**src/design/rfbps_pkg.sv**
```systemverilog
// shared geometry, types and request codes for the ring fifo with bulk pop and skip
// no dependencies; imported by the design
package rfbps_pkg;

  // fifo geometry, fixed for the whole design
  localparam int DEPTH     = 64;
  localparam int WORD_BITS = 32;
  localparam int IDX_BITS  = $clog2(DEPTH);
  localparam int CNT_BITS  = $clog2(DEPTH + 1);

  typedef enum logic [1:0] {
    REQ_PUSH  = 2'd0,
    REQ_POP   = 2'd1,
    REQ_SKIP  = 2'd2,
    REQ_CLEAR = 2'd3
  } req_type_t;

  typedef struct packed {
    req_type_t            req_type;
    logic [WORD_BITS-1:0] data;
    logic [CNT_BITS-1:0]  count;
  } item_t;

  typedef struct packed {
    logic [WORD_BITS-1:0] word_out;
    logic                 word_valid;
    logic                 last;
    logic                 accepted;
    logic [IDX_BITS-1:0]  used_count;
    logic [IDX_BITS-1:0]  free_count;
  } result_t;

endpackage

```
**src/design/rfbps_ram.sv**
```systemverilog
// simple dual-port slot memory, one write and one registered read per cycle
// no package dependencies; instantiated by ring_fifo_bulk_pop_skip
module rfbps_ram #(
  parameter int DEPTH = 64,
  parameter int WIDTH = 32
) (
  input  logic                     clk,
  input  logic                     we,
  input  logic [$clog2(DEPTH)-1:0] waddr,
  input  logic [WIDTH-1:0]         wdata,
  input  logic                     re,
  input  logic [$clog2(DEPTH)-1:0] raddr,
  output logic [WIDTH-1:0]         rdata
);

  logic [WIDTH-1:0] mem [DEPTH];

  always_ff @(posedge clk) begin
    if (we) begin
      mem[waddr] <= wdata;
    end
  end

  always_ff @(posedge clk) begin
    if (re) begin
      rdata <= mem[raddr];
    end
  end

endmodule

```
**src/design/ring_fifo_bulk_pop_skip.sv**
```systemverilog
// top level of the ring fifo with bulk pop and skip
// depends on rfbps_pkg and rfbps_ram
//
// usage
//   a request is a transfer on the item port, taken at a rising edge where
//   start is high and busy is low. results come back on the result port, each
//   shown for exactly one cycle with done high; the receiver cannot stall them
//   - push, skip and clear: one result, shown the cycle after the transfer;
//     the block takes a new request in that same cycle
//   - pop of n words (n = min(count, used)): the first word goes through the
//     ST_POP read issue, the memory read register and the result register,
//     then one word per cycle; busy stays high until the last word is shown.
//     the rate is set by the memory's single read port (one slot per cycle)
//   - pop with nothing to give: one empty result the next cycle, like a push
//   the fifo keeps one slot free and holds at most DEPTH-1 words
//   reset (rst, synchronous) empties the fifo and zeroes both indices; slot
//   contents are not cleared and are never read before a push writes them
module ring_fifo_bulk_pop_skip
  import rfbps_pkg::*;
(
  input  logic    clk,
  input  logic    rst,
  input  logic    start,
  output logic    busy,
  input  item_t   item,
  output logic    done,
  output result_t result
);

  localparam int AW = IDX_BITS;
  localparam int CW = (AW > CNT_BITS) ? AW : CNT_BITS;

  typedef enum logic {
    ST_IDLE,
    ST_POP
  } state_t;

  state_t         state;
  logic [AW-1:0]  read_index;
  logic [AW-1:0]  write_index;
  logic [AW-1:0]  fill_level;
  logic [AW-1:0]  remaining;

  // read in flight: memory data arrives in the cycle after the issue
  logic           rd_pend;
  logic           pend_last;
  logic [AW-1:0]  pend_used;

  logic           accept;
  logic [AW-1:0]  n_words;
  logic           room;
  logic [AW-1:0]  read_index_inc;
  logic [AW-1:0]  write_index_inc;
  logic [AW:0]    skip_sum;
  logic [AW-1:0]  skip_index;
  logic           mem_we;
  logic           mem_re;
  logic [WORD_BITS-1:0] rdata;

  assign busy   = (state != ST_IDLE) || rd_pend;
  assign accept = start && !busy;

  // words actually moved by pop or skip: the count clamped to the fill
  always_comb begin
    if (CW'(item.count) < CW'(fill_level)) begin
      n_words = AW'(item.count);
    end else begin
      n_words = fill_level;
    end
  end

  assign room = fill_level != AW'(DEPTH - 1);

  // index wrap for any depth, not only powers of two
  assign read_index_inc  = (read_index == AW'(DEPTH - 1)) ? '0 : read_index + 1'b1;
  assign write_index_inc = (write_index == AW'(DEPTH - 1)) ? '0 : write_index + 1'b1;
  assign skip_sum        = {1'b0, read_index} + {1'b0, n_words};
  assign skip_index      = (skip_sum >= (AW+1)'(DEPTH)) ? AW'(skip_sum - (AW+1)'(DEPTH))
                                                        : skip_sum[AW-1:0];

  // a push writes a free slot, a pop reads a held one, so they never collide
  assign mem_we = accept && (item.req_type == REQ_PUSH) && room;
  assign mem_re = (state == ST_POP);

  rfbps_ram #(
    .DEPTH (DEPTH),
    .WIDTH (WORD_BITS)
  ) u_ram (
    .clk   (clk),
    .we    (mem_we),
    .waddr (write_index),
    .wdata (item.data),
    .re    (mem_re),
    .raddr (read_index),
    .rdata (rdata)
  );

  always_ff @(posedge clk) begin
    if (rst) begin
      state       <= ST_IDLE;
      read_index  <= '0;
      write_index <= '0;
      fill_level  <= '0;
      remaining   <= '0;
      rd_pend     <= 1'b0;
      done        <= 1'b0;
    end else begin
      done    <= 1'b0;
      rd_pend <= 1'b0;

      // word returning from memory goes out with the counts taken at issue
      if (rd_pend) begin
        done              <= 1'b1;
        result.word_out   <= rdata;
        result.word_valid <= 1'b1;
        result.last       <= pend_last;
        result.accepted   <= 1'b0;
        result.used_count <= pend_used;
        result.free_count <= AW'(DEPTH - 1) - pend_used;
      end

      unique case (state)
        ST_IDLE: begin
          if (accept) begin
            result.word_out   <= '0;
            result.word_valid <= 1'b0;
            result.last       <= 1'b1;
            result.accepted   <= 1'b0;
            result.used_count <= fill_level;
            result.free_count <= AW'(DEPTH - 1) - fill_level;
            done              <= 1'b1;
            unique case (item.req_type)
              REQ_PUSH: begin
                if (room) begin
                  write_index       <= write_index_inc;
                  fill_level        <= fill_level + 1'b1;
                  result.accepted   <= 1'b1;
                  result.used_count <= fill_level + 1'b1;
                  result.free_count <= AW'(DEPTH - 1) - fill_level - 1'b1;
                end
              end
              REQ_POP: begin
                // nothing to give: the empty result above stands
                if (n_words != '0) begin
                  done      <= 1'b0;
                  remaining <= n_words;
                  state     <= ST_POP;
                end
              end
              REQ_SKIP: begin
                read_index        <= skip_index;
                fill_level        <= fill_level - n_words;
                result.used_count <= fill_level - n_words;
                result.free_count <= AW'(DEPTH - 1) - (fill_level - n_words);
              end
              REQ_CLEAR: begin
                read_index        <= '0;
                write_index       <= '0;
                fill_level        <= '0;
                result.used_count <= '0;
                result.free_count <= AW'(DEPTH - 1);
              end
              default: begin
              end
            endcase
          end
        end
        ST_POP: begin
          // one slot read issued per cycle
          read_index <= read_index_inc;
          fill_level <= fill_level - 1'b1;
          remaining  <= remaining - 1'b1;
          rd_pend    <= 1'b1;
          pend_last  <= (remaining == AW'(1));
          pend_used  <= fill_level - 1'b1;
          if (remaining == AW'(1)) begin
            state <= ST_IDLE;
          end
        end
        default: begin
          state <= ST_IDLE;
        end
      endcase
    end
  end

  // counts always add up to the usable capacity
  a_counts_sum: assert property (@(posedge clk) disable iff (rst)
    done |-> (result.used_count + result.free_count) == AW'(DEPTH - 1))
    else $error("used and free counts disagree");

  // an accepted (push) result carries no popped word and is marked last
  a_accept_no_word: assert property (@(posedge clk) disable iff (rst)
    (done && result.accepted) |-> (!result.word_valid && result.last))
    else $error("accepted flag on a popped word");

  // popped words stream back to back until the last one
  a_pop_stream: assert property (@(posedge clk) disable iff (rst)
    (done && result.word_valid && !result.last) |=> (done && result.word_valid))
    else $error("gap in a pop burst");

  // no new request is taken while a pop burst is running
  a_busy_pop: assert property (@(posedge clk) disable iff (rst)
    (done && result.word_valid && !result.last) |-> busy)
    else $error("block idle in the middle of a pop");

endmodule
```
**config.mk**
```make
export PLATFORM = sky130hd
export DESIGN_NAME = ring_fifo_bulk_pop_skip
export DESIGN_NICKNAME = d
export VERILOG_FILES = /design/src/design/rfbps_pkg.sv /design/src/design/rfbps_ram.sv /design/src/design/ring_fifo_bulk_pop_skip.sv
export SDC_FILE = /design/constraint.sdc
export NUM_CORES = 2
export LEC_CHECK = 0
export ABC_CLOCK_PERIOD_IN_PS = 4650
export BUFFER_PORTS_ARGS = -buffer_cell sky130_fd_sc_hd__buf_4
export CORE_MARGIN = 2
export CORE_UTILIZATION = 50
export CTS_CLUSTER_SIZE = 28
export DETAILED_ROUTE_END_ITERATION = 8
export GPL_ROUTABILITY_DRIVEN = 0
export PLACE_DENSITY = 0.79
export SYNTH_ARGS = -nofsm -noshare
export SYNTH_HDL_FRONTEND = slang
export SYNTH_SLANG_ARGS = --single-unit
```
**constraint.sdc**
```tcl
create_clock -name clk -period 4.65 [get_ports clk]
set_input_delay 0.465 -clock clk [delete_from_list [all_inputs] [get_ports clk]]
set_output_delay 0.465 -clock clk [all_outputs]
set_load 0.01 [all_outputs]
```
==> impl_metrics.tcl <==
set metrics [dict create \
    path_clk_slew_ns 0.07 \
    reg2reg_to "result[10]" \
    grt_usage 0.265 \
    power.leakage_nw 28.5 \
    reg2reg_from "fill_level[3]" \
    fin_tns_setup_ns 0 \
    grt_pass1_vias 42151 \
    finalWorstSetupSlack_ns 0.590 \
    start_kind "flip-flop" \
    worst_clock_skew_ns 0.0288 \
    status "finished, final reports clean" \
    rr_worst_depth 15 \
    num_vias 42345 \
    end_kind "flip-flop" \
    setup_viol 0 \
    avgSynthCellArea_sq_um 23.1 \
    ys_seq_elements 2161 \
    die_area_sq_um 171000 \
    cts-htree-levels 4 \
    hold_class "input pin to flip-flop" \
    min_from "item[37]" \
    cts_buffers 195 \
    multi_input_area_sq_um 18600 \
    synth_commonest_cells "edfxtp_1, mux4_2, nor2_1" \
    fin_crit_sh 0.873 \
    drc 0 \
    die_h_um 413 \
    cts_sinks 2161 \
    drt-initial-drc-count 7534 \
    pre_cts_slack_ns 0.689 \
    synth_top_area_cell "edfxtp_1" \
    syn2layout_area_growth_pct 13.0 \
    fin_nets 3941 \
    n_fill_cell 11243 \
    rsz0062_at_grt "false" \
    r2r_slack_ns 0.59 \
    ir_worst_vdd_uv 425 \
    async_reset_ff_frac 0 \
    cts_resized 0 \
    hold_viol_final 0 \
    netlist_area_sq_um 83700 \
    holdPathEnd "u_ram.mem[21][30]" \
    synth.top_cell.area_share 0.765 \
    grt_max_degree 65 \
    design.core.area_sq_um 167000 \
    slew_headroom 0.243 \
    maxCapViolCount 0 \
    seqCellArea_sq_um 64600 \
    critPathKind "flip-flop to flip-flop" \
    fin_crit_ns 4.06 \
    die_x_um 413 \
    yosysUniqueCellTypes 69 \
    max_freq_mhz 246 \
    power_mw 40.1 \
    synthCells 3625 \
    grt_pass1_wl_mm 318 \
    synthFlopType "edfxtp_1" \
    vias_per_cell 6.79 \
    critical_path.max_fanout 9 \
    synth-edff-count 2134 \
    wire_per_inst_um 36.0 \
    clk_latency_ns 0.85 \
    place.port_buffers 92 \
    syn-num-nets 3693 \
    ios 93 \
    synth.most_common_cell "edfxtp_1" \
    grt_overflow 0 \
    drive_gt1_frac 0.308 \
    drtPass1Iterations 7 \
    crit_arrival_ns 4.61 \
    wl_mm 225 \
    cts_tree "built" \
    detail-route-antenna-nets 0 \
    cts_root_buf "clkbuf_16" \
    yosysWarnings 0 \
    cts_buffer_depth 3 \
    crit_required_ns 5.20 \
    row_count 150 \
    worst_pin_slew_ns 1.13 \
    p_per_area_nw_per_um2 423 \
    slew_viol_final 0 \
    start_util 0.502 \
    grt_antenna_before_repair 14 \
    worstHoldPathCells 1 \
    synth_seq_area_share 0.772 \
    dp_hpwl_mm 117 \
    synthTopCellsByArea "edfxtp_1, mux4_2, dfxtp_1, nor2_1, a22oi_1" \
]
## cell type report
| class | count | area share |
|---|---|---|
| repair buffers | 256 | 0.0263 |
| diodes | 7 | 0.000185 |
| inverters | 25 | 0.000992 |
| multi-input cells | 1234 | 0.196 |
| clock buffers | 235 | 0.0534 |
| well taps | 2204 | 0.0291 |
| flip-flops and latches | 2161 | 0.683 |
| clock inverters | 116 | 0.0109 |
## kinds of logic after synthesis
group | Yosys count | share of synthesized area
AO/OA/AOI/OAI | 199 | 0.0163
XOR/XNOR | 20 | 0.00209
adder cells (fa/ha/maj) | 24 | 0.00368
buffers and inverters | 230 | 0.0127
flip-flops | 2161 | 0.772
multiplexers | 680 | 0.177
AND/OR/NAND/NOR | 311 | 0.0166
## cell usage in the layout (no fill, tap or decap), types with 9 or more instances in the layout
cell and count:
bufinv_16 12, clkinv_1 53, a22oi_1 68, dfxtp_1 21, nand3_1 21, nand2_1 76, ha_1 23, nor2_4 62
mux2i_1 39, a221oi_1 9, buf_12 45, o21ai_0 17, xnor2_1 13, nand2b_1 10, buf_4 209, nor3_1 9
clkinv_2 28, nor2_1 82, edfxtp_1 2134, clkbuf_1 39, o21ai_1 12, mux4_2 640, inv_1 19, a21oi_1 40
clkbuf_16 196
## critical path, stage by stage, from the launching register on
cell,delay (ns)
dfxtp_1,0.52
inv_2,0.18
ha_1,0.29
and4b_1,0.23
a2111oi_4,0.42
nand2_1,0.09
o21ai_1,0.19
ha_1,0.30
inv_1,0.07
ha_1,0.26
nor4b_1,0.36
a221oi_1,0.09
mux2i_1,0.18
xnor2_1,0.13
a221oi_1,0.34
o22ai_1,0.13
## routing by layer
layer  global-route usage  share of wire
met2                0.430           0.49
met4                0.105          0.045
met3               0.0684           0.12
met1                0.345           0.34
met5                    0        0.00030
## report_power, final
part	internal, mW	leakage [nW]	total [mW]	switching (mW)
clock network	8.44	2.95	15.6	7.14
logic	1.15	6.06	2.82	1.67
registers	21.5	19.5	21.7	0.135
total	31.1	28.5	40.1	8.95
## worst max-delay path by stage
stage                             start          endpoint  slack [ns]
final                     fill_level[3]        result[10]        0.59
after global placement    fill_level[3]     read_index[5]        0.75
after detailed placement  fill_level[3]        result[10]        0.69
after global routing      fill_level[4]        result[10]        0.32
after CTS                 fill_level[3]        result[10]        0.68
after floorplan                  mem_re  u_ram.mem[40][0]        0.11
## through the flow
stage / util / std cells / hold slack, ns / instance area [sq um]
2_1_floorplan: - / 3625 / 0.474 / 83700
3_3_place_gp: 0.531 / 5878 / 0.496 / 88500
3_5_place_dp: 0.531 / 5878 / 0.501 / 88500
4_1_cts: 0.568 / 6231 / 0.167 / 94600
5_1_grt: 0.568 / 6233 / 0.220 / 94600
6_report: 0.568 / 6238 / 0.199 / 94600
## state kept, by name (all words and copies together), names as in the netlist
signal	cells
pend_last	1
u_ram.rdata	32
remaining	6
write_index	6
mem_re	1
read_index	6
pend_used	6
result	47
done	1
u_ram.mem	2048
fill_level	6
rd_pend	1
## what timing repair did
action / 4_1_cts / 5_1_grt
hold buffers: 2 / 0
buffers inserted: 0 / 0
hold endpoints to repair: 5 / 0
No activity file was read; power rests on OpenSTA's default activity.
